[src/rtl/iow_pkg.sv]
// Shared constants, types and helpers for the in-order instruction window.
package iow_pkg;

    localparam int WINDOW_DEPTH = 128;
    localparam int RETIRE_WIDTH = 4;
    localparam int ADDR_W       = 48;
    localparam int IDX_W        = $clog2(WINDOW_DEPTH);
    localparam int CNT_W        = $clog2(WINDOW_DEPTH + 1);
    localparam int RET_W        = $clog2(RETIRE_WIDTH + 1);
    localparam int BOB_W        = 4;
    localparam int BOB_RESET    = 6;
    localparam int RC_W         = 3;
    localparam int MARK_W       = 8;
    localparam int OCC_W        = 8;

    typedef enum logic [1:0] {
        K_INSERT = 2'd0,
        K_TICK   = 2'd1,
        K_RESP   = 2'd2,
        K_NONE   = 2'd3
    } t_kind;

    typedef enum logic [1:0] {
        EK_BUBBLE = 2'd0,
        EK_READ   = 2'd1,
        EK_WRITE  = 2'd2,
        EK_OTHER  = 2'd3
    } t_ekind;

    typedef struct packed {
        logic              ready;
        logic              sent;
        logic              wr;
        logic [ADDR_W-1:0] addr;
    } t_entry;

    localparam int ENTRY_W = $bits(t_entry);

    typedef struct packed {
        logic             we;
        logic [IDX_W-1:0] waddr;
        t_entry           wdata;
        logic             re;
        logic [IDX_W-1:0] raddr;
    } t_ram_req;

    typedef struct packed {
        logic              accepted;
        logic              issue_valid;
        logic [ADDR_W-1:0] issue_addr;
        logic              issue_write;
        logic [RC_W-1:0]   retired_count;
        logic [MARK_W-1:0] marked_count;
        logic [OCC_W-1:0]  occupancy;
        logic              full_res;
        logic              empty_res;
        logic              last;
    } t_result;

    function automatic logic [IDX_W-1:0] next_idx(input logic [IDX_W-1:0] p);
        next_idx = (p == IDX_W'(WINDOW_DEPTH - 1)) ? '0 : p + IDX_W'(1);
    endfunction

endpackage

[src/rtl/iow_seq.sv]
// Sequencer: insert, tick walk and response sweep over the entry RAM.
module iow_seq (
    input  logic                      i_clk,
    input  logic                      i_rst_n,
    input  logic                      i_in_valid,
    output logic                      o_in_ready,
    input  logic [1:0]                i_kind,
    input  logic                      i_ready_now,
    input  logic [iow_pkg::ADDR_W-1:0] i_entry_addr,
    input  logic [1:0]                i_entry_kind,
    input  logic [iow_pkg::ADDR_W-1:0] i_resp_addr,
    input  logic [iow_pkg::ADDR_W-1:0] i_mask,
    input  iow_pkg::t_entry           i_rdata,
    output iow_pkg::t_ram_req         o_ram,
    input  logic                      i_out_free,
    output logic                      o_push,
    output iow_pkg::t_result          o_res
);
    import iow_pkg::*;

    typedef enum logic [4:0] {
        S_IDLE = 5'b00001,
        S_TRD  = 5'b00010,
        S_TCHK = 5'b00100,
        S_RSP  = 5'b01000,
        S_FIN  = 5'b10000
    } t_state;

    t_state            r_state, n_state;
    logic [IDX_W-1:0]  r_head, n_head;
    logic [IDX_W-1:0]  r_tail, n_tail;
    logic [CNT_W-1:0]  r_fill, n_fill;
    logic [CNT_W-1:0]  r_idx, n_idx;
    logic              r_pend, n_pend;
    logic [IDX_W-1:0]  r_pend_addr, n_pend_addr;
    logic              r_acc, n_acc;
    logic [RET_W-1:0]  r_retired, n_retired;
    logic [CNT_W-1:0]  r_marked, n_marked;
    logic [ADDR_W-1:0] r_resp, n_resp;

    logic              accept;
    logic [CNT_W:0]    sweep_sum;
    logic [IDX_W-1:0]  sweep_addr;
    logic              hit;

    assign o_in_ready = (r_state == S_IDLE);
    assign accept     = i_in_valid && o_in_ready;

    // Slot of the sweep position, wrapped round the window.
    assign sweep_sum  = (CNT_W+1)'(r_tail) + (CNT_W+1)'(r_idx);
    assign sweep_addr = (sweep_sum >= (CNT_W+1)'(WINDOW_DEPTH))
                      ? IDX_W'(sweep_sum - (CNT_W+1)'(WINDOW_DEPTH))
                      : IDX_W'(sweep_sum);

    assign hit = i_rdata.sent && !i_rdata.ready
              && (((i_rdata.addr ^ r_resp) & i_mask) == '0);

    always_comb begin
        n_state     = r_state;
        n_head      = r_head;
        n_tail      = r_tail;
        n_fill      = r_fill;
        n_idx       = r_idx;
        n_pend      = r_pend;
        n_pend_addr = r_pend_addr;
        n_acc       = r_acc;
        n_retired   = r_retired;
        n_marked    = r_marked;
        n_resp      = r_resp;
        o_ram       = '0;
        o_push      = 1'b0;
        o_res       = '0;

        case (r_state)
            S_IDLE: begin
                if (accept) begin
                    n_acc     = 1'b0;
                    n_retired = '0;
                    n_marked  = '0;
                    n_idx     = '0;
                    n_pend    = 1'b0;
                    n_resp    = i_resp_addr;
                    n_state   = S_FIN;
                    case (t_kind'(i_kind))
                        K_INSERT: begin
                            if (r_fill != CNT_W'(WINDOW_DEPTH)) begin
                                o_ram.we          = 1'b1;
                                o_ram.waddr       = r_head;
                                o_ram.wdata.ready = i_ready_now;
                                o_ram.wdata.sent  = (t_ekind'(i_entry_kind) == EK_BUBBLE);
                                o_ram.wdata.wr    = i_entry_kind[1];
                                o_ram.wdata.addr  = i_entry_addr;
                                n_head            = next_idx(r_head);
                                n_fill            = r_fill + CNT_W'(1);
                                n_acc             = 1'b1;
                            end
                        end
                        K_TICK:  n_state = S_TRD;
                        K_RESP:  n_state = S_RSP;
                        default: n_state = S_FIN;
                    endcase
                end
            end

            S_TRD: begin
                if (r_fill != '0 && r_retired < RET_W'(RETIRE_WIDTH)) begin
                    o_ram.re    = 1'b1;
                    o_ram.raddr = r_tail;
                    n_state     = S_TCHK;
                end else begin
                    n_state = S_FIN;
                end
            end

            S_TCHK: begin
                // an unsent entry at the tail goes out first; wait for room
                if (i_rdata.sent || i_out_free) begin
                    if (!i_rdata.sent) begin
                        o_push            = 1'b1;
                        o_res.issue_valid = 1'b1;
                        o_res.issue_addr  = i_rdata.addr;
                        o_res.issue_write = i_rdata.wr;
                        o_res.occupancy   = OCC_W'(r_fill);
                        o_res.full_res    = (r_fill == CNT_W'(WINDOW_DEPTH));
                        o_res.empty_res   = (r_fill == '0);
                        o_ram.we          = 1'b1;
                        o_ram.waddr       = r_tail;
                        o_ram.wdata       = i_rdata;
                        o_ram.wdata.sent  = 1'b1;
                    end
                    if (i_rdata.ready) begin
                        n_tail    = next_idx(r_tail);
                        n_fill    = r_fill - CNT_W'(1);
                        n_retired = r_retired + RET_W'(1);
                        n_state   = S_TRD;
                    end else begin
                        n_state = S_FIN;
                    end
                end
            end

            S_RSP: begin
                // read one slot a cycle, check the previous read and mark it on a hit
                if (r_pend && hit) begin
                    o_ram.we          = 1'b1;
                    o_ram.waddr       = r_pend_addr;
                    o_ram.wdata       = i_rdata;
                    o_ram.wdata.ready = 1'b1;
                    n_marked          = r_marked + CNT_W'(1);
                end
                if (r_idx < r_fill) begin
                    o_ram.re    = 1'b1;
                    o_ram.raddr = sweep_addr;
                    n_pend      = 1'b1;
                    n_pend_addr = sweep_addr;
                    n_idx       = r_idx + CNT_W'(1);
                end else begin
                    n_pend = 1'b0;
                    if (!r_pend) begin
                        n_state = S_FIN;
                    end
                end
            end

            S_FIN: begin
                if (i_out_free) begin
                    o_push              = 1'b1;
                    o_res.accepted      = r_acc;
                    o_res.retired_count = RC_W'(r_retired);
                    o_res.marked_count  = MARK_W'(r_marked);
                    o_res.occupancy     = OCC_W'(r_fill);
                    o_res.full_res      = (r_fill == CNT_W'(WINDOW_DEPTH));
                    o_res.empty_res     = (r_fill == '0);
                    o_res.last          = 1'b1;
                    n_state             = S_IDLE;
                end
            end

            default: n_state = S_IDLE;
        endcase
    end

    always_ff @(posedge i_clk) begin
        if (!i_rst_n) begin
            r_state <= S_IDLE;
            r_head  <= '0;
            r_tail  <= '0;
            r_fill  <= '0;
            r_idx   <= '0;
            r_pend  <= 1'b0;
        end else begin
            r_state <= n_state;
            r_head  <= n_head;
            r_tail  <= n_tail;
            r_fill  <= n_fill;
            r_idx   <= n_idx;
            r_pend  <= n_pend;
        end
    end

    always_ff @(posedge i_clk) begin
        r_pend_addr <= n_pend_addr;
        r_acc       <= n_acc;
        r_retired   <= n_retired;
        r_marked    <= n_marked;
        r_resp      <= n_resp;
    end
endmodule

[config.mk]
export PLATFORM = sky130hd
export DESIGN_NAME = iow_seq
export DESIGN_NICKNAME = d
export VERILOG_FILES = /design/src/rtl/iow_pkg.sv /design/src/rtl/iow_seq.sv
export SDC_FILE = /design/constraint.sdc
export NUM_CORES = 1
export LEC_CHECK = 0
export BUFFER_PORTS_ARGS = -buffer_cell sky130_fd_sc_hd__buf_4
export CAP_MARGIN = 25
export CORE_MARGIN = 10
export CORE_UTILIZATION = 51
export CTS_CLUSTER_DIAMETER = 80
export DETAILED_ROUTE_END_ITERATION = 16
export PLACE_DENSITY = 0.89
export SYNTH_ARGS = -nofsm -noshare
export SYNTH_HDL_FRONTEND = slang
export SYNTH_SLANG_ARGS = --single-unit
[constraint.sdc]
create_clock -name i_clk -period 4.6 [get_ports i_clk]
set_input_delay 0.69 -clock i_clk [delete_from_list [all_inputs] [get_ports i_clk]]
set_output_delay 0.69 -clock i_clk [all_outputs]
set_load 0.02 [all_outputs]
=== Word-level counts from Yosys, hierarchy flattened ===
Index checks and enable logic that the tools add are counted.

* Bits in registers: 103

* Bitwise operators: 2
* Equality and inequality tests: 21
* Add/subtract/negate cells: 9
* Reduce and logical (&&, ||, !) cells: 24
* $lt $le $gt $ge: 3
* Muxes and demuxes: 56

{| class="wikitable"
|+ Operators by type and width
! operator !! count
|-
| 59-bit two-way mux || 6
|-
| 59-bit one-hot mux with 3 select lines || 1
|-
| 50-bit two-way mux || 3
|-
| 8-bit two-way mux || 10
|-
| 8-bit one-hot mux with 2 select lines || 4
|-
| 48-bit AND || 1
|-
| 48-bit zero test || 1
|-
| 48-bit bitwise XOR || 1
|-
| 5-bit two-way mux || 7
|-
| 5-bit one-hot mux with 5 select lines || 1
|-
| 8-bit by 1-bit adder with 8-bit output (second input constant) || 3
|-
| 22-bit two-way mux || 1
|-
| 7-bit two-way mux || 3
|-
| 10-bit two-way mux || 2
|-
| 10-bit one-hot mux with 2 select lines || 1
|-
| 7-bit by 1-bit adder with 7-bit output (second input constant) || 2
|-
| 7-bit equality test (second input constant) || 2
|-
| 2-bit inequality test (second input constant) || 7
|-
| 11-bit two-way mux || 1
|-
| 5-bit one-hot mux with 2 select lines || 1
|-
| 7-bit by 8-bit adder with 9-bit output || 1
|-
| 9-bit by 8-bit >= comparator with 1-bit output (second input constant) || 1
|-
| 1-bit two-way mux || 9
|-
| 3-bit two-way mux || 3
|-
| 29 further kinds || 43
|}

=== Logic depth before layout (Yosys ltp) ===
Gate-level depths: netlist (run 1).

* Word-level depth: 7
* Depth in mapped cells: 9

=== Least setup slack after synthesis (run 1) ===
No wires, ideal clock.

* Path kind: in2out
* Start point: input i_rdata[22] (netlist name)
* End point: output o_ram[10] (netlist name)
* Required time: 3.910 ns
* Data arrival time: 2.278 ns
* Path slack: 1.632 ns
* Path buffers: 2
* Cell stages on the path: 7
* Path through: xor2_1 > a222oi_1 > inv_1 > or4_1 > buf_2 > buf_6 > o21ai_1

{| class="wikitable"
|+ RTL lines
! what !! line !! RTL
|-
| start: declaration || iow_seq.sv:13 || <nowiki>input iow_pkg::t_entry i_rdata,</nowiki>
|-
| end: declaration || iow_seq.sv:14 || <nowiki>output iow_pkg::t_ram_req o_ram,</nowiki>
|}

==> impl_metrics.env, run 1 <==
export IMPL_cp_arrival_ns=3.36
export IMPL_grt_usage=0.331
export IMPL_pwr_share_clk=0.267
export IMPL_switchingPower_uw=919
export IMPL_drc=0
export IMPL_critPathKind="input pin to output pin"
export IMPL_via_count=8299
export IMPL_regToRegStartpoint="r_state[1]"
export IMPL_htree_levels=3
export IMPL_drtIter0Drc=1067
export IMPL_grt_antenna_before_repair=1
export IMPL_antennaDiodeCount=0
export IMPL_slew_headroom=0.420
export IMPL_wl_mm=34.7
export IMPL_holdCritStartpoint="i_resp_addr[8]"
export IMPL_grt_overflow_total=0
export IMPL_seqPwrFrac=0.447
export IMPL_wire_per_inst_um=26.7
export IMPL_grt_max_degree=58
export IMPL_cp_slowest_cell="or4_2"
export IMPL_first_pass_iters=6
export IMPL_multi_input_area_um2=4200
export IMPL_hp_class="input pin to register"
export IMPL_synth_ff_type="edfxtp_1"
export IMPL_hold_viol=0
export IMPL_dieWidth_um=140
export IMPL_setup_violations=0
export IMPL_post_dp_cell_area_um2=9990
export IMPL_worst_ep_required_time_ns=3.91
export IMPL_fin_crit_sh=0.880
export IMPL_yosysTopAreaCell="edfxtp_1"
export IMPL_viasPerCell=6.39
export IMPL_dp_hpwl_mm=27.3
export IMPL_postSynthCellCount=798
export IMPL_crit_fanout=16
export IMPL_final_nets=1347
export IMPL_setup_tns_ns=0
export IMPL_p_sw_frac=0.335
export IMPL_yosysWarnings=0
export IMPL_cts_buffers=9
export IMPL_seq_area_um2=2730
export IMPL_worstPathCellList="buf_4 > xor2_1 > a222oi_1 > inv_1 > or4_2 > buf_4 > o21ai_1 > buf_4"
export IMPL_first_global_vias=7745
export IMPL_p_comb_frac=0.286
export IMPL_most_common_layout_cells="356 x buf_4, 77 x a22oi_1, 70 x nand4_1, 67 x edfxtp_1, 65 x xor2_1"
export IMPL_crit_start="i_rdata[22]"
export IMPL_clk_path_buf_depth=2
export IMPL_rsz0062_at_grt="no"
export IMPL_area_growth_pct=40.3
export IMPL_grt_pass1_wl_mm=50.0
export IMPL_yosysSeqAreaShare=0.373
export IMPL_fin_area_um2=10300
export IMPL_numPortBuffers=345
export IMPL_crit_path_start_kind="input pin"
export IMPL_synth_area_per_cell_um2=9.17
export IMPL_power_uw=2740
export IMPL_insertion_delay_ns=0.36
export IMPL_die_area_um2=19500
export IMPL_cts_tree="built"
export IMPL_num_rows=43
export IMPL_post_route_util=0.734
export IMPL_status="complete, no violations"
export IMPL_endpoint_kind="output pin"
export IMPL_nFillCells=1107
export IMPL_synth_area_um2=7320
export IMPL_tightest_slew_ns=0.869
export IMPL_async_reset_ff_frac=0
export IMPL_core_um2=14000
export IMPL_fin_skew_ns=0.0116
export IMPL_synth_seq_cells=103
export IMPL_slew_violations=0
export IMPL_powerDensity_nw_per_um2=267
export IMPL_cts_root_buf="clkbuf_16"
export IMPL_synth_area_top_cells="edfxtp_1 27%, dfxtp_1 9.8%, a22oi_1 7.9%"
export IMPL_p_leak_uw=0.00438
export IMPL_yosys_area_top_type_share=0.275
export IMPL_worst_path_largest_cell_delay_ns=0.89
export IMPL_synth_edf_count=67
export IMPL_clkSinkCount=103
export IMPL_cp_top_family="simple AND/OR/NAND/NOR gates"
export IMPL_min_period_ns=4.05
export IMPL_place_gp_congestion=0.973
export IMPL_yosysUniqueCellTypes=67
export IMPL_cp_num_buf_inv=4
export IMPL_clk_pin_slew_ns=0.08
export IMPL_drive_above_1_share=0.353
export IMPL_intPower_uw=1820
export IMPL_die_y_um=140
export IMPL_final_common_cell="buf_4"
export IMPL_ant_nets=0
export IMPL_hold_buffers=0
export IMPL_syn_num_nets=1031
export IMPL_cts_setup_buffers=0
export IMPL_floorplan_initialDensity=0.523
export IMPL_fmax_mhz=247
export IMPL_io_pins=346
export IMPL_ctsResizeCount=0
export IMPL_cap_violations=0
export IMPL_ir_worst_vdd_mv=0.186
export IMPL_crit_path_frequent_cell="buf_4"
path summary, 6_finish.rpt:
kind	endpoint	slack, ns	depth (start not counted)
setup / recovery	o_ram[9]	0.55	8
hold / removal	r_resp[8]	0.50	1
setup reg to reg	r_marked[2]	1.58	6
hold reg to reg	r_pend	0.51	2
registers in the layout, summed over array words and instances (netlist names):
register,cells
r_resp,48
r_fill,8
r_idx,8
r_marked,8
r_head,7
r_pend_addr,7
r_tail,7
r_state,5
r_retired,3
r_acc,1
r_pend,1
stage by stage:
step | hold WS (ns) | instances | setup slack (ns)
final | 0.499 | 1299 | 0.552
after global routing | 0.494 | 1299 | 0.521
after CTS | 0.497 | 1299 | 0.667
after detailed placement | 0.489 | 1283 | 0.679
after global placement | 0.475 | 1282 | 0.718
after floorplan | 0.455 | 798 | 1.63
synth_stat cells, types with 3 or more instances:
library cell / number
a22oi_1: 77
nand4_1: 70
edfxtp_1: 67
xor2_1: 65
and2_1: 64
o21ai_1: 62
nor2_1: 40
dfxtp_1: 36
clkbuf_1: 32
ha_1: 27
inv_1: 27
nand2_1: 26
nand3_1: 22
a21oi_1: 17
and3_1: 17
o21ai_0: 17
buf_2: 11
o2111ai_1: 9
a22o_1: 8
buf_6: 7
nor3_1: 7
xnor2_1: 7
and4_1: 6
a211oi_1: 5
buf_4: 4
inv_2: 4
a2111o_1: 3
a21o_1: 3
a31oi_1: 3
mux2i_1: 3
nor2b_1: 3
or3_1: 3
area by class of cell:
cell class	count	area share
Clock inverter	6	0.00451
Multi-Input combinational cell	609	0.409
Timing Repair Buffer	359	0.265
Inverter	32	0.0117
Clock buffer	10	0.0223
Tap cell	180	0.0219
Sequential cell	103	0.266
routing by layer:
metal,part of all wire,vias to the layer above,global-route usage
li1,-,3664,-
met1,0.36,3948,0.406
met2,0.46,615,0.522
met3,0.15,72,0.129
met4,0.033,0,0.101
met5,0,-,0
power by group through the flow:
stage / combinational [uW] / clock [uW] / sequential, uW
floorplan: 405 / 0 / 1220
global placement: 744 / 0 / 1240
detailed placement: 765 / 0 / 1240
CTS: 770 / 730 / 1220
global route: 838 / 758 / 1240
finish: 784 / 733 / 1230
logic make-up (layout without fill, tap and decap cells):
family | count (synthesis) | after routing | synth area share
AOI/OAI and AO/OA | 228 | 228 | 0.210
adders and majority gates | 29 | 29 | 0.0516
buffers and inverters | 86 | 407 | 0.0552
xor gates and xnor gates | 72 | 72 | 0.0862
DFF | 103 | 103 | 0.373
muxes | 4 | 4 | 0.00564
and+or+nand+nor | 276 | 276 | 0.218
Note: power is estimated with default switching activity, not from simulation.
==> run 2, diff against run 1 <==
- PLACE_DENSITY: 0.89 -> 0.87
==> impl_metrics.env, run 2 (synthesized netlist as in run 1, its figures left out) <==
export IMPL_status="complete, no violations"
export IMPL_hp_class="register to register"
export IMPL_wire_per_inst_um=25.9
export IMPL_cts_root_buf="clkbuf_16"
export IMPL_first_pass_iters=6
export IMPL_dp_hpwl_mm=26.2
export IMPL_setup_tns_ns=0
export IMPL_grt_overflow_total=0
export IMPL_dieWidth_um=140
export IMPL_fin_crit_sh=0.805
export IMPL_p_leak_uw=0.00439
export IMPL_worstPathCellList="nor3_4 > nand2_4 > inv_2 > and3_4 > buf_12 > a22oi_1 > o21ai_1 > buf_4"
export IMPL_drc=0
export IMPL_post_route_util=0.736
export IMPL_fmax_mhz=270
export IMPL_regMostFlops="r_resp"
export IMPL_hold_viol=0
export IMPL_rsz0062_at_grt="no"
export IMPL_crit_fanout=55
export IMPL_die_area_um2=19500
export IMPL_wl_mm=33.6
export IMPL_numPortBuffers=345
export IMPL_htree_levels=3
export IMPL_grt_antenna_before_repair=2
export IMPL_largest_register_ffs=48
export IMPL_cp_top_family="simple AND/OR/NAND/NOR gates"
export IMPL_slew_headroom=0.424
export IMPL_viasPerCell=6.31
export IMPL_clk_pin_slew_ns=0.07
export IMPL_cp_arrival_ns=3.01
export IMPL_core_um2=14000
export IMPL_crit_path_start_kind="register"
export IMPL_cts_buffers=9
export IMPL_worst_ep_required_time_ns=3.91
export IMPL_grt_usage=0.317
export IMPL_cts_setup_buffers=0
export IMPL_ir_worst_vdd_mv=0.194
export IMPL_cp_slowest_cell="and3_4"
export IMPL_num_rows=43
export IMPL_grt_max_degree=56
export IMPL_ant_nets=0
export IMPL_cap_violations=0
export IMPL_endpoint_kind="output pin"
export IMPL_io_pins=346
export IMPL_final_common_cell="buf_4"
export IMPL_cts_tree="built"
export IMPL_grt_pass1_wl_mm=48.7
export IMPL_clkSinkCount=103
export IMPL_antennaDiodeCount=0
export IMPL_hold_buffers=0
export IMPL_crit_start="r_state[1]"
export IMPL_holdCritStartpoint="r_pend"
export IMPL_insertion_delay_ns=0.35
export IMPL_area_growth_pct=40.7
export IMPL_cp_num_buf_inv=3
export IMPL_floorplan_initialDensity=0.523
export IMPL_fin_skew_ns=0.00784
export IMPL_worst_path_largest_cell_delay_ns=0.60
export IMPL_drtIter0Drc=981
export IMPL_powerDensity_nw_per_um2=275
export IMPL_regToRegStartpoint="r_state[1]"
export IMPL_place_gp_congestion=0.966
export IMPL_die_y_um=140
export IMPL_via_count=8180
export IMPL_critPathKind="register to output pin"
export IMPL_setup_violations=0
export IMPL_min_period_ns=3.70
export IMPL_r2r_slack_ns=1.54
export IMPL_tightest_slew_ns=0.862
export IMPL_slew_violations=0
export IMPL_ctsResizeCount=0
export IMPL_drive_above_1_share=0.351
export IMPL_final_nets=1344
export IMPL_most_common_layout_cells="353 x buf_4, 77 x a22oi_1, 70 x nand4_1, 67 x edfxtp_1, 65 x xor2_1"
export IMPL_first_global_vias=7688
export IMPL_clk_path_buf_depth=2
-- run 2: cell types whose count changed in the layout (fill, tap and decap cells not counted) --
| cell | previous run | this run |
|---|---|---|
| buf_4 | 356 | 353 |
| bufinv_16 | 0 | 2 |
| clkbuf_8 | 0 | 1 |
| clkinv_2 | 1 | 0 |
| clkinv_4 | 2 | 1 |
| clkinvlp_2 | 0 | 1 |
| clkinvlp_4 | 2 | 1 |
| inv_6 | 1 | 0 |
-- run 2: worst paths after layout --
kind                                    end  cells after the start
worst max-delay path              o_ram[59]                      8
worst min-delay path                 r_pend                      2
worst max register to register  r_marked[4]                      6
worst min register to register       r_pend                      2
-- run 2: final cells by class --
type                    instances  area, um2
multi-input cells             609       4200
fillers                      1091       3690
flip-flops and latches        103       2730
repair buffers                356       2700
clock buffers                  11        243
well taps                     180        225
inverters                      32        120
clock inverters                 5       81.3
-- run 2: worst reg2reg max path: stages (launching register included) --
cell and delay (ns):
dfxtp_1 0.38, nor3_4 0.42, nand3_2 0.20, nor4_4 0.32, buf_4 0.40, nand3_1 0.29, o21ai_1 0.68
-- run 2: metal layers --
metal,routed length (um),share of wire,track usage,up-vias
met5,0,0,0,-
met4,550,0.016,0.0690,0
met3,4330,0.13,0.113,50
met2,16300,0.48,0.523,577
met1,12500,0.37,0.389,3891
li1,-,-,-,3662
-- run 2: where the power goes --
part | total [uW] | leakage (uW) | switching [uW] | internal [uW]
registers | 1220 | 0.000931 | 78.3 | 1140
clock network | 840 | 0.000152 | 348 | 492
logic | 771 | 0.00331 | 466 | 305
total | 2830 | 0.00439 | 892 | 1940
-- run 2: stage by stage --
stage / hold WS, ns / power [uW] / instances / setup slack, ns / cell area [um2]
global placement: 0.475 / 1970 / 1279 / 1.06 / 9970
global route: 0.500 / 2930 / 1296 / 0.774 / 10300
finish: 0.487 / 2830 / 1296 / 0.896 / 10300
detailed placement: 0.475 / 1990 / 1280 / 1.03 / 9970
floorplan: 0.455 / 1630 / 798 / 1.63 / 7320
CTS: 0.484 / 2820 / 1296 / 0.962 / 10300
